==> src/sv/solt_pkg.sv <==
// Shared constants, codes and the cell command type of the self-organizing lookup table.
package solt_pkg;

    // Default sizes, handed to the top level parameters.
    localparam int TABLE_DEPTH_DEF = 64;
    localparam int KEY_BITS_DEF    = 32;
    localparam int COUNT_BITS_DEF  = 16;

    // Fixed field widths.
    localparam int SLOT_BITS    = 6;
    localparam int POS_BITS     = 6;
    localparam int STRAT_BITS   = 2;
    localparam int ENTRIES_BITS = 7;
    localparam int ADDR_BITS    = 3;
    localparam int DATA_BITS    = 32;

    // Reordering strategies.
    localparam logic [STRAT_BITS-1:0] STRAT_FRONT = 2'd0;
    localparam logic [STRAT_BITS-1:0] STRAT_PREV  = 2'd1;
    localparam logic [STRAT_BITS-1:0] STRAT_COUNT = 2'd2;

    // Request kinds.
    localparam logic MODE_SEARCH = 1'b0;
    localparam logic MODE_LOAD   = 1'b1;

    // Register select, taken from address bit 2.
    localparam logic REG_STRATEGY = 1'b0;
    localparam logic REG_ENTRIES  = 1'b1;

    localparam logic [STRAT_BITS-1:0]   STRATEGY_RESET = STRAT_FRONT;
    localparam logic [ENTRIES_BITS-1:0] ENTRIES_RESET  = 7'd64;

    // Command broadcast from the control logic to every cell.
    typedef struct packed {
        logic                  probe;
        logic                  exec_load;
        logic                  exec_search;
        logic                  hit_any;
        logic [STRAT_BITS-1:0] strategy;
    } cell_cmd_t;

endpackage

==> src/sv/solt_cell.sv <==
// One table entry: key, valid mark and hit counter, with compare and neighbor swap logic.
module solt_cell
    import solt_pkg::*;
#(
    parameter int INDEX      = 0,
    parameter int KEY_BITS   = KEY_BITS_DEF,
    parameter int COUNT_BITS = COUNT_BITS_DEF
)
(
    input  logic                    clk,
    input  logic                    rst_n,
    input  cell_cmd_t               cmd,
    input  logic [KEY_BITS-1:0]     probe_key,
    input  logic [KEY_BITS-1:0]     item_key,
    input  logic [SLOT_BITS-1:0]    item_slot,
    input  logic [ENTRIES_BITS-1:0] entries,
    input  logic                    hit,
    input  logic                    next_hit,
    input  logic                    next_swap,
    input  logic [COUNT_BITS-1:0]   next_cnt,
    input  logic [KEY_BITS-1:0]     prev_key,
    input  logic                    prev_valid,
    input  logic [COUNT_BITS-1:0]   prev_cnt,
    input  logic [KEY_BITS-1:0]     front_key,
    input  logic                    front_valid,
    output logic                    match,
    output logic [KEY_BITS-1:0]     cell_key,
    output logic                    cell_valid,
    output logic [COUNT_BITS-1:0]   cell_cnt,
    output logic                    swap_up,
    output logic [COUNT_BITS-1:0]   cnt_up
);

    localparam bit IS_FRONT = (INDEX == 0);
    localparam logic [COUNT_BITS-1:0] COUNT_MAX = '1;

    logic [KEY_BITS-1:0]   key_reg, key_next;
    logic                  valid_reg, valid_next;
    logic [COUNT_BITS-1:0] cnt_reg, cnt_next;
    logic                  match_reg, match_next;
    logic                  in_range;
    logic                  slot_sel;
    logic [COUNT_BITS-1:0] cnt_inc;

    assign in_range = (INDEX < int'(entries));
    assign slot_sel = (int'(item_slot) == INDEX);

    // Saturating increment of this entry's counter.
    assign cnt_inc = (cnt_reg == COUNT_MAX) ? cnt_reg : cnt_reg + 1'b1;

    // A hit entry under count ordering moves forward when it overtakes its neighbor.
    assign swap_up = !IS_FRONT && hit && cmd.exec_search && (cmd.strategy == STRAT_COUNT)
                     && (cnt_inc > prev_cnt);

    // Next state of the entry.
    always_comb
    begin
        key_next   = key_reg;
        valid_next = valid_reg;
        cnt_next   = cnt_reg;
        match_next = match_reg;
        if (cmd.probe)
        begin
            match_next = valid_reg && (key_reg == probe_key) && in_range;
        end
        if (cmd.exec_load)
        begin
            if (slot_sel)
            begin
                key_next   = item_key;
                valid_next = 1'b1;
                cnt_next   = '0;
            end
        end
        else if (cmd.exec_search)
        begin
            case (cmd.strategy)
                STRAT_FRONT:
                begin
                    if (IS_FRONT)
                    begin
                        // The front takes the hit key when the hit lies further back.
                        if (cmd.hit_any && !hit)
                        begin
                            key_next   = item_key;
                            valid_next = 1'b1;
                        end
                    end
                    else if (hit)
                    begin
                        key_next   = front_key;
                        valid_next = front_valid;
                    end
                end
                STRAT_PREV:
                begin
                    if (!IS_FRONT && hit)
                    begin
                        key_next   = prev_key;
                        valid_next = prev_valid;
                    end
                    else if (next_hit)
                    begin
                        key_next   = item_key;
                        valid_next = 1'b1;
                    end
                end
                STRAT_COUNT:
                begin
                    if (hit)
                    begin
                        if (swap_up)
                        begin
                            key_next   = prev_key;
                            valid_next = prev_valid;
                            cnt_next   = prev_cnt;
                        end
                        else
                        begin
                            cnt_next = cnt_inc;
                        end
                    end
                    else if (next_swap)
                    begin
                        key_next   = item_key;
                        valid_next = 1'b1;
                        cnt_next   = next_cnt;
                    end
                end
                default:
                begin
                    key_next = key_reg;
                end
            endcase
        end
    end

    // Control state of the entry.
    always_ff @(posedge clk or negedge rst_n)
    begin
        if (!rst_n)
        begin
            valid_reg <= 1'b0;
            cnt_reg   <= '0;
            match_reg <= 1'b0;
        end
        else
        begin
            valid_reg <= valid_next;
            cnt_reg   <= cnt_next;
            match_reg <= match_next;
        end
    end

    // The key itself is only meaningful once the entry is valid.
    always_ff @(posedge clk)
    begin
        key_reg <= key_next;
    end

    assign match      = match_reg;
    assign cell_key   = key_reg;
    assign cell_valid = valid_reg;
    assign cell_cnt   = cnt_reg;
    assign cnt_up     = cnt_inc;

endmodule

==> config.mk <==
export PLATFORM = sky130hd
export DESIGN_NAME = solt_cell
export DESIGN_NICKNAME = d
export VERILOG_FILES = /design/src/sv/solt_pkg.sv /design/src/sv/solt_cell.sv
export SDC_FILE = /design/constraint.sdc
export NUM_CORES = 1
export LEC_CHECK = 0
export BUFFER_PORTS_ARGS = -buffer_cell sky130_fd_sc_hd__clkbuf_2
export CORE_AREA = 4 4 97 99
export DETAILED_ROUTE_END_ITERATION = 10
export DIE_AREA = 0 0 101 103
export PLACE_DENSITY = 0.84
export SLEW_MARGIN = 20
export SYNTH_ARGS = -nofsm -noshare
export SYNTH_HDL_FRONTEND = slang
export SYNTH_SLANG_ARGS = --single-unit
==> constraint.sdc <==
create_clock -name clk -period 3 [get_ports clk]
set_input_delay 0.6 -clock clk [delete_from_list [all_inputs] [get_ports clk]]
set_output_delay 0.6 -clock clk [all_outputs]
set_load 0.01 [all_outputs]
==> flow_summary.toml <==
[setup_path]
arrival_ns = 2.10
critPathKind = "reg -> out"
required_ns = 2.40
r2r_cells = 4
crit_path_start_kind = "flop"
worstPathMaxFanout = 14
crit_path_end_kind = "output port"
r2r_start = "cell_cnt[8]"
critPathLaunch = "cell_cnt[8]"
worstReg2RegEnd = "cell_cnt[1]"
rrSetupSlack_ns = 1.17
cp-endpoint = "cnt_up[1]"

[finish]
regArea_um2 = 1410
area_delta_synth_final_pct = 34.8
multiInputGateArea_um2 = 1360
design_area_um2 = 3900
drive_gt1_share_pct = 43.7
fillers = 817
largest_reg_flops = 32
final_common_cell = "clkbuf_2"
fin_nets = 632
layout_common_cells = "clkbuf_2 (169), xnor2_1 (33), edfxtp_1 (32), nand2_1 (22), a21oi_1 (20)"

[synth]
synthCells = 282
seq_area_frac_synth_pct = 48.8
syn_area_per_cell_um2 = 10.3
async_flop_share_pct = 36.0
synth_ff_type = "edfxtp_1"
syn_area_um2 = 2890
synth_seq_cells = 50
yosysWarnings = 0
syn_nets = 469
synth.distinct_cells = 54
synth_edf_count = 32

[timing]
fmax_ghz = 0.371
setup_viol = 0
fin_crit_sh_pct = 89.8
worst_slew_pin_slew_ns = 0.505
max_slew_margin_pct = 66.3
grt_setup_unrepaired = "no"
period_needed_ns = 2.70
hold_violations = 0
setup-tns-final_ns = 0
fin_skew_ns = 0.00604
finalMaxSlewViolations = 0

[run]
cap_viol_max_count = 0

[placed_design]
gp_congestion = 0.888
dpl_cell_area_um2 = 3790
dp_hpwl_um = 8610
io_buffers = 169

[cts]
htreeDepth = 2
cts_made_buffers = 5
clockRootBuffer = "clkbuf_8"
cts_sinks = 50
cts-hold-fix-buffers = 0
clockBufferDepth = 2
clk_latency_ns = 0.30
clk_pin_slew_worst_paths_ns = 0.10
cts_tree = "done"

[die]
die_w_um = 101
io_pins = 253
start_util_pct = 33.8
core_area_um2 = 8550
die_h_um = 103
row_count = 34
dieArea_um2 = 10400

[power_and_ir_drop]
power_density_nw_per_um2 = 451
ir_drop_mv = 0.206
p_leak_nw = 1.76

[route]
drtAntennaViolNets = 0
drtIter0Drc = 149
via_count = 2948
drt_wl_total_um = 10400
drc = 0
wl_per_cell_um = 18.8
vias_per_cell = 5.30
first_pass_iters = 4

[global_routing]
grt_pass1_wl_um = 15200
grt_start_max_net_pins = 34
antenna_found_initial = 9
first_global_vias = 2905
overflow = 0
grt_usage_pct = 19.3

[hold_path]
min_path_type = "in -> async"

[run_status]
outcome = "finished, final reports clean"
-- worst min path at each step --
stage	startpoint	to	slack (ns)	cells after the start
4_1_cts	rst_n	cell_cnt[11]	0.25	1
6_report	rst_n	cell_cnt[2]	0.24	1
5_1_grt	rst_n	cell_cnt[2]	0.27	1
3_5_place_dp	cell_valid	cell_valid	0.52	1
2_1_floorplan	rst_n	cell_cnt[0]	0.30	0
3_3_place_gp	cell_valid	cell_valid	0.50	1
-- cells in the mapped netlist, drive strengths merged, types with 3 or more instances --
library cell | count | area share (%)
mux2i | 4 | 1.4
nor3 | 7 | 1.2
nor2 | 18 | 2.3
xnor2 | 33 | 10
nor4 | 6 | 1.3
a31oi | 8 | 1.9
and4 | 4 | 1.3
dfrtp | 18 | 16
o21ai | 15 | 2.6
nand4 | 14 | 3.2
nand2 | 23 | 3.1
inv | 5 | 0.65
xor2 | 6 | 1.8
nand3 | 15 | 2.8
buf | 16 | 4.1
and3 | 5 | 1.1
a21oi | 20 | 3.5
edfxtp | 32 | 33
o21a | 3 | 0.78
-- power breakdown --
part	internal (W)	switching [W]	total (W)
clock network	0.000165	0.000242	0.000407
logic	0.000217	0.000239	0.000456
registers	0.000797	0.0000970	0.000894
-- layer usage --
layer | vias up | wire (um) | global-route usage (%)
met1 | 1368 | 3840 | 21.3
li1 | 1365 | - | -
met4 | 14 | 344 | 6.95
met3 | 38 | 1540 | 10.9
met2 | 163 | 4630 | 31.5
met5 | - | 85 | 0
-- final cells by class --
cell class	count	area share, %
diodes	2	0.128
repair buffers	174	22.7
flip-flops and latches	50	36.2
multi-input cells	209	34.8
clock buffers	5	1.77
clock inverters	3	0.546
inverters	5	0.481
well taps	108	3.47
-- through the flow --
step	hold slack (ns)	util (%)	power, W	setup slack, ns	instances
after global routing	0.270	45.5	0.00186	0.0773	554
after floorplan	0.304	-	0.00113	0.197	282
final	0.243	45.6	0.00176	0.305	556
after global placement	0.499	44.3	0.00135	0.482	546
after CTS	0.254	45.4	0.00178	0.103	554
after detailed placement	0.515	44.3	0.00137	0.455	546
-- cell families (layout without fill, tap and decap cells) --
logic type | after synthesis | in the layout | synth area share (%)
buffers and inverters | 23 | 187 | 4.97
AO/OA/AOI/OAI | 63 | 63 | 13.9
adder cells (fa/ha/maj) | 1 | 1 | 0.432
other | 1 | 3 | 0.130
multiplexers | 5 | 5 | 1.77
AND/OR/NAND/NOR | 100 | 100 | 18.2
flip-flops | 50 | 50 | 48.8
XOR/XNOR | 39 | 39 | 11.8
-- critical path: stages (launching register included) --
cell and delay, ns:
dfrtp_1 0.59, and4_1 0.46, nand4_4 0.27, mux2_2 0.35
clkbuf_2 0.13
-- timing repair --
item,in CTS,in global routing
resized for setup,0,3
setup endpoints to repair,0,5
setup buffers,0,0
No activity file was read; power rests on OpenSTA's default activity.
