$ cat config.mk
export PLATFORM = sky130hd
export DESIGN_NAME = solt_pick
export DESIGN_NICKNAME = d
export VERILOG_FILES = /design/src/sv/solt_pkg.sv /design/src/sv/solt_pick.sv
export SDC_FILE = /design/constraint.sdc
export NUM_CORES = 1
export LEC_CHECK = 0
export BUFFER_PORTS_ARGS = -buffer_cell sky130_fd_sc_hd__buf_2
export CORE_MARGIN = 2
export CORE_UTILIZATION = 42
export DETAILED_ROUTE_END_ITERATION = 8
export PLACE_DENSITY = 0.93
export SLEW_MARGIN = 10
export SYNTH_ARGS = -nofsm -noshare
export SYNTH_HDL_FRONTEND = slang
export SYNTH_SLANG_ARGS = --single-unit
$ cat constraint.sdc
create_clock -name vclk -period 4
set_input_delay 0.8 -clock vclk [all_inputs]
set_output_delay 0.8 -clock vclk [all_outputs]
set_load 0.03 [all_outputs]
$ cat src/sv/solt_pkg.sv
// Shared constants, codes and the cell command type of the self-organizing lookup table.
package solt_pkg;

    // Default sizes, handed to the top level parameters.
    localparam int TABLE_DEPTH_DEF = 64;
    localparam int KEY_BITS_DEF    = 32;
    localparam int COUNT_BITS_DEF  = 16;

    // Fixed field widths.
    localparam int SLOT_BITS    = 6;
    localparam int POS_BITS     = 6;
    localparam int STRAT_BITS   = 2;
    localparam int ENTRIES_BITS = 7;
    localparam int ADDR_BITS    = 3;
    localparam int DATA_BITS    = 32;

    // Reordering strategies.
    localparam logic [STRAT_BITS-1:0] STRAT_FRONT = 2'd0;
    localparam logic [STRAT_BITS-1:0] STRAT_PREV  = 2'd1;
    localparam logic [STRAT_BITS-1:0] STRAT_COUNT = 2'd2;

    // Request kinds.
    localparam logic MODE_SEARCH = 1'b0;
    localparam logic MODE_LOAD   = 1'b1;

    // Register select, taken from address bit 2.
    localparam logic REG_STRATEGY = 1'b0;
    localparam logic REG_ENTRIES  = 1'b1;

    localparam logic [STRAT_BITS-1:0]   STRATEGY_RESET = STRAT_FRONT;
    localparam logic [ENTRIES_BITS-1:0] ENTRIES_RESET  = 7'd64;

    // Command broadcast from the control logic to every cell.
    typedef struct packed {
        logic                  probe;
        logic                  exec_load;
        logic                  exec_search;
        logic                  hit_any;
        logic [STRAT_BITS-1:0] strategy;
    } cell_cmd_t;

endpackage

$ cat src/sv/solt_pick.sv
// Picks the lowest matching entry from the row of compare results and encodes its index.
module solt_pick
    import solt_pkg::*;
#(
    parameter int DEPTH = TABLE_DEPTH_DEF,
    parameter int PW    = POS_BITS
)
(
    input  logic [DEPTH-1:0] match,
    output logic [DEPTH-1:0] first,
    output logic             hit_any,
    output logic [PW-1:0]    index
);

    // Isolate the lowest set bit.
    assign first   = match & (~match + 1'b1);
    assign hit_any = |match;

    // One-hot to binary.
    always_comb
    begin
        index = '0;
        for (int i = 0; i < DEPTH; i++)
        begin
            if (first[i])
            begin
                index = index | PW'(i);
            end
        end
    end

endmodule

==> impl_metrics.toml, run 1 <==
[outcome]
run_status = "finished, final reports clean"

[floorplan]
start_util_pct = 43.5
rows = 23
die-width_um = 68.1
ios = 135
die_area_um2 = 4640
dieHeight_um = 68.1
coreArea_um2 = 3970

[routing]
first_pass_iters = 5
via_per_inst = 6.27
post_drt_wl_per_cell_um = 17.3
wl_um = 8660
drc = 0
drtIter0Drc = 309
ant_nets = 0
dr_total_vias = 3133

[final_layout]
nNetsFinal = 516
num_antenna_cells = 0
clkbuf_count = 0
syn2layout_area_growth_pct = 61.3
nFlopsAndLatches = 0
seq_area_um2 = 0
layout-drive-gt1-share_pct = 42.9

[placed_design]
pre_cts_slack_ps = 49.9
hpwl_um = 7480
port_buffers = 135
place_congestion = 1.00

[timing]
fin_hold_ws_ps = 1920
slew_viol_final = 0
period_share_pct = 97.1
worst_pin_slew_ps = 467
max_freq_ghz = 0.258
rsz0062_at_grt = "no"
max_slew_margin_pct = 68.4
fin_ws_ps = 118
fin_crit_ps = 3880
hold_violations = 0
finalSetupViolCount = 0

[min_path]
hold_class = "input pin to primary output"

[setup_path]
crit_path_end_kind = "primary output"
worstSetupStartpointType = "input pin"
path_class = "input pin to primary output"
path_cells = "buf_2 > or3_1 > nor4_4 > and3_1 > buf_4 > buf_4 > nand4b_1 > o21ai_1 > nor4b_1 > nand4_1 > clkbuf_4"
cp_max_fo = 8
cp.required_ps = 3200
cp.arrival_ps = 3080
slowest_delay_ps = 470
slowest_stage = "or3_1"
crit_top_cell = "buf_4"

[power_and_ir_drop]
power.leakage_nw = 1.57
total_power_w = 0.000129
share_seq_of_total_power_pct = 0
power.switching_w = 0.0000796
p_int_w = 0.0000499
combPwrFrac_pct = 100.0
p_clk_share_pct = 0
vdd_drop_max_v = 0.0000462
p_sw_share_pct = 61.5
power_density_nw_per_um2 = 46.5

[yosys]
synth_top_area_share_pct = 9.13
yosys_warnings = 0
synth.area.top_cells = "nor2_1, nor3_1, and3_1"
ys_seq_area_share_pct = 0
synthCells = 289
synth.distinct_cells = 49
synthesis.area_um2 = 1730
synth.avg_cell_area_um2 = 5.97
syn_nets = 353
synth_largest_area_cell = "nor2_1"

[global_routing]
grt_pass1_wl_um = 13000
antenna_found_initial = 0
grt-ovfl-total = 0
grt_max_degree = 16
grt_usage_pct = 36.4
grt_pass1_vias = 2780

[run]
drv_cap = 0

[cts]
postCtsHoldBufs = 0
cells in the final DEF (no fill, tap or decap), drive strengths merged, types with 2 or more instances in the layout:
cell type / netlist / routed
nor3b: 9 / 9
or4b: 2 / 2
nand4b: 5 / 5
nor2: 42 / 42
nand2: 19 / 19
o211ai: 2 / 2
a311o: 2 / 2
inv: 20 / 20
or4: 3 / 3
and3: 21 / 21
and2: 6 / 6
nor2b: 5 / 5
a21o: 3 / 3
a21oi: 8 / 8
nand3b: 2 / 2
nor4b: 6 / 6
o21bai: 2 / 2
nand4: 14 / 14
buf: 4 / 166
or3: 5 / 5
nand3: 25 / 25
and3b: 3 / 3
nor4: 25 / 25
nor3: 34 / 34
o21ai: 7 / 7
final cells by class:
class,instances,area [um2]
Multi-Input combinational cell,263,1720
Fill cell,378,1190
Timing Repair Buffer,167,931
Inverter,20,75.1
Tap cell,50,62.6
worst paths after layout:
kind	start	end	slack, ps	depth (start not counted)
max	match[11]	index[2]	120	11
min	match[0]	first[0]	1920	2
cells in the mapped netlist (6+ instances only):
cell	count
nor2_1	42
nor3_1	31
nand3_1	22
and3_1	21
inv_1	20
nor4_1	19
nand2_1	18
nand4_1	13
nor3b_1	9
a21oi_1	8
and2_1	6
nor4b_1	6
o21ai_0	6
layer usage:
| layer | vias up | part of all wire (%) | wire [um] | global-route usage, % |
|---|---|---|---|---|
| met5 | - | 0 | 0 | 0 |
| met4 | 0 | 4.7 | 405 | 16.5 |
| met3 | 37 | 8.5 | 740 | 3.62 |
| met2 | 218 | 47 | 4100 | 63.1 |
| met1 | 1421 | 39 | 3420 | 45.0 |
| li1 | 1457 | - | - | - |
power groups by stage:
stage               Combinational, W  Sequential (W)  Clock (W)
floorplan                  0.0000504               0          0
CTS                         0.000126               0          0
global placement            0.000124               0          0
detailed placement          0.000125               0          0
global route                0.000139               0          0
finish                      0.000129               0          0
worst max-delay path, delay by kind of cell:
family / cells / cell delay (ps)
compound gates: 1 / 190
simple gates: 6 / 1460
buf+inv: 4 / 610
through the flow:
stage               cell area, um2  setup TNS (ps)  utilization, %  instances
global route                  2790               0            70.1        500
finish                        2790               0            70.1        500
global placement              2780               0            69.9        499
floorplan                     1830           -59.9               -        289
CTS                           2780               0            69.9        499
detailed placement            2780               0            69.9        499
repair_timing:
action | in CTS | in global routing
gates resized for setup | 0 | 1
buffers inserted | 0 | 1
hold endpoints to repair | 0 | 0
endpoints found under the setup margin | 0 | 4
cell families (layout without fill, tap and decap cells):
| family | Yosys count | count (layout) | share of synthesized area, % |
|---|---|---|---|
| buffers and inverters | 26 | 187 | 6.59 |
| AOI/OAI and AO/OA | 33 | 33 | 13.0 |
| and+or+nand+nor | 230 | 230 | 80.4 |
Note: power is estimated with default switching activity, not from simulation.
==> inputs of run 2 (changes only) <==
--- a/config.mk
+++ b/config.mk
@@ -7,9 +7,9 @@
 export LEC_CHECK = 0
 export BUFFER_PORTS_ARGS = -buffer_cell sky130_fd_sc_hd__buf_2
 export CORE_MARGIN = 2
-export CORE_UTILIZATION = 42
+export CORE_UTILIZATION = 30
 export DETAILED_ROUTE_END_ITERATION = 8
-export PLACE_DENSITY = 0.93
+export PLACE_DENSITY = 0.72
 export SLEW_MARGIN = 10
 export SYNTH_ARGS = -nofsm -noshare
 export SYNTH_HDL_FRONTEND = slang
==> run 2 against run 1 <==
  * Cell area up 3.7%
  * Routed wire length about the same
  * Die area up 37%
  * First-iteration DRC count down 48%
  * Worst setup slack better by 24 ps
  * Hold slack better by 42 ps
  * Non-clock buffer count up 7
  * Sequential share of layout area unchanged
  * Core utilization down 18 points
  * Global-route usage down 11 points
  * Critical endpoint is now index[3]
==> impl_metrics.toml, run 2 (synthesis results as in run 1) <==
[cts]
cts_resized = 0
postCtsHoldBufs = 0
postCtsSetupBuffers = 0

[final_layout]
layout-drive-gt1-share_pct = 44.4
final_cell_mix = "buf_2, nor2_1, buf_4"
fillerInstances = 625
num_antenna_cells = 0
clkbuf_count = 0
final_cells = 529
finalCoreUtilization_pct = 52.1
syn2layout_area_growth_pct = 67.3
seq_area_um2 = 0
nFlopsAndLatches = 0
nNetsFinal = 523
final_common_cell = "buf_2"

[routing]
route.met2.wl_um = 4240
drtIter0Drc = 161
wirelength_met1_um = 3580
wl_um = 8650
drc = 0
wl_met3_um = 776
top_layer = "met4"
post_drt_wl_per_cell_um = 16.4
dr_total_vias = 2959
via_per_inst = 5.59
ant_nets = 0
first_pass_iters = 4

[placed_design]
dp_cells = 529
port_buffers = 135
hpwl_um = 7660
place_congestion = 0.991

[setup_path]
slowest_stage = "or4_4"
cp.arrival_ps = 3060
path_cells = "buf_2 > or4_4 > nor4_4 > nand3_2 > buf_4 > nor4_4 > nor4_1 > and4b_1 > nand4_1 > clkbuf_4"
crit_end = "index[3]"
cp.required_ps = 3200
slowest_delay_ps = 540
crit_top_cell = "nor4_4"
cp-startpoint = "match[13]"
crit_path_end_kind = "primary output"
path_class = "input pin to primary output"
cp_max_fo = 5
worstSetupStartpointType = "input pin"

[global_routing]
grt_usage_pct = 25.8
grt_pass1_wl_um = 13300
grt-ovfl-total = 0
antenna_found_initial = 0
grt_max_degree = 16
grt_pass1_vias = 2756

[power_and_ir_drop]
power.switching_w = 0.0000771
p_sw_share_pct = 60.0
share_seq_of_total_power_pct = 0
combPwrFrac_pct = 100.0
power.leakage_nw = 1.61
vdd_drop_max_v = 0.0000313
p_clk_share_pct = 0
power_density_nw_per_um2 = 44.5
total_power_w = 0.000129
p_int_w = 0.0000515

[floorplan]
die-width_um = 79.9
coreArea_um2 = 5540
ios = 135
dieHeight_um = 79.9
rows = 27
start_util_pct = 31.2
die_area_um2 = 6380

[timing]
worst_pin_slew_ps = 452
fin_crit_ps = 3860
rsz0062_at_grt = "no"
hold_violations = 0
slew_viol_final = 0
fin_hold_ws_ps = 1960
max_slew_margin_pct = 69.6
period_share_pct = 96.5
max_freq_ghz = 0.259
finalSetupViolCount = 0

[min_path]
hold_class = "input pin to primary output"

[outcome]
run_status = "finished, final reports clean"

[run]
drv_cap = 0
run 2: power by group through the flow:
stage / combinational [W] / sequential (W) / clock, W
5_1_grt: 0.000141 / 0 / 0
2_1_floorplan: 0.0000504 / 0 / 0
4_1_cts: 0.000126 / 0 / 0
6_report: 0.000129 / 0 / 0
3_5_place_dp: 0.000126 / 0 / 0
3_3_place_gp: 0.000125 / 0 / 0
run 2: through the flow:
stage / setup slack, ps / area (um2) / setup TNS [ps]
4_1_cts: 84.1 / 2860 / 0
5_1_grt: 31.0 / 2890 / 0
3_3_place_gp: 113 / 2860 / 0
2_1_floorplan: -30.7 / 1830 / -59.9
3_5_place_dp: 97.1 / 2860 / 0
6_report: 142 / 2890 / 0
run 2: layout make-up:
cell class,count,area [um2],share of cell area [%]
Tap cell,72,90.1,3.12
Inverter,20,75.1,2.60
Multi-Input combinational cell,263,1740,60.2
Timing Repair Buffer,174,986,34.1
run 2: worst min-delay path by stage:
| stage | startpoint | slack (ps) | endpoint | depth (start not counted) |
|---|---|---|---|---|
| 3_3_place_gp | match[5] | 1940 | first[6] | 3 |
| 6_report | match[2] | 1960 | first[3] | 3 |
| 2_1_floorplan | match[28] | 1680 | first[53] | 1 |
| 3_5_place_dp | match[5] | 1950 | first[6] | 3 |
| 5_1_grt | match[2] | 1970 | first[3] | 3 |
| 4_1_cts | match[5] | 1950 | first[6] | 3 |
run 2: layer usage:
layer | vias to the layer above | GRT usage, %
met5 | - | 0
met1 | 1357 | 34.5
met3 | 6 | 1.92
met4 | 0 | 3.05
li1 | 1460 | -
met2 | 136 | 46.4
run 2: worst max-delay path: cells and delay by family:
family        cells  cell delay (ps)
simple gates      7             1750
buf+inv           3              510
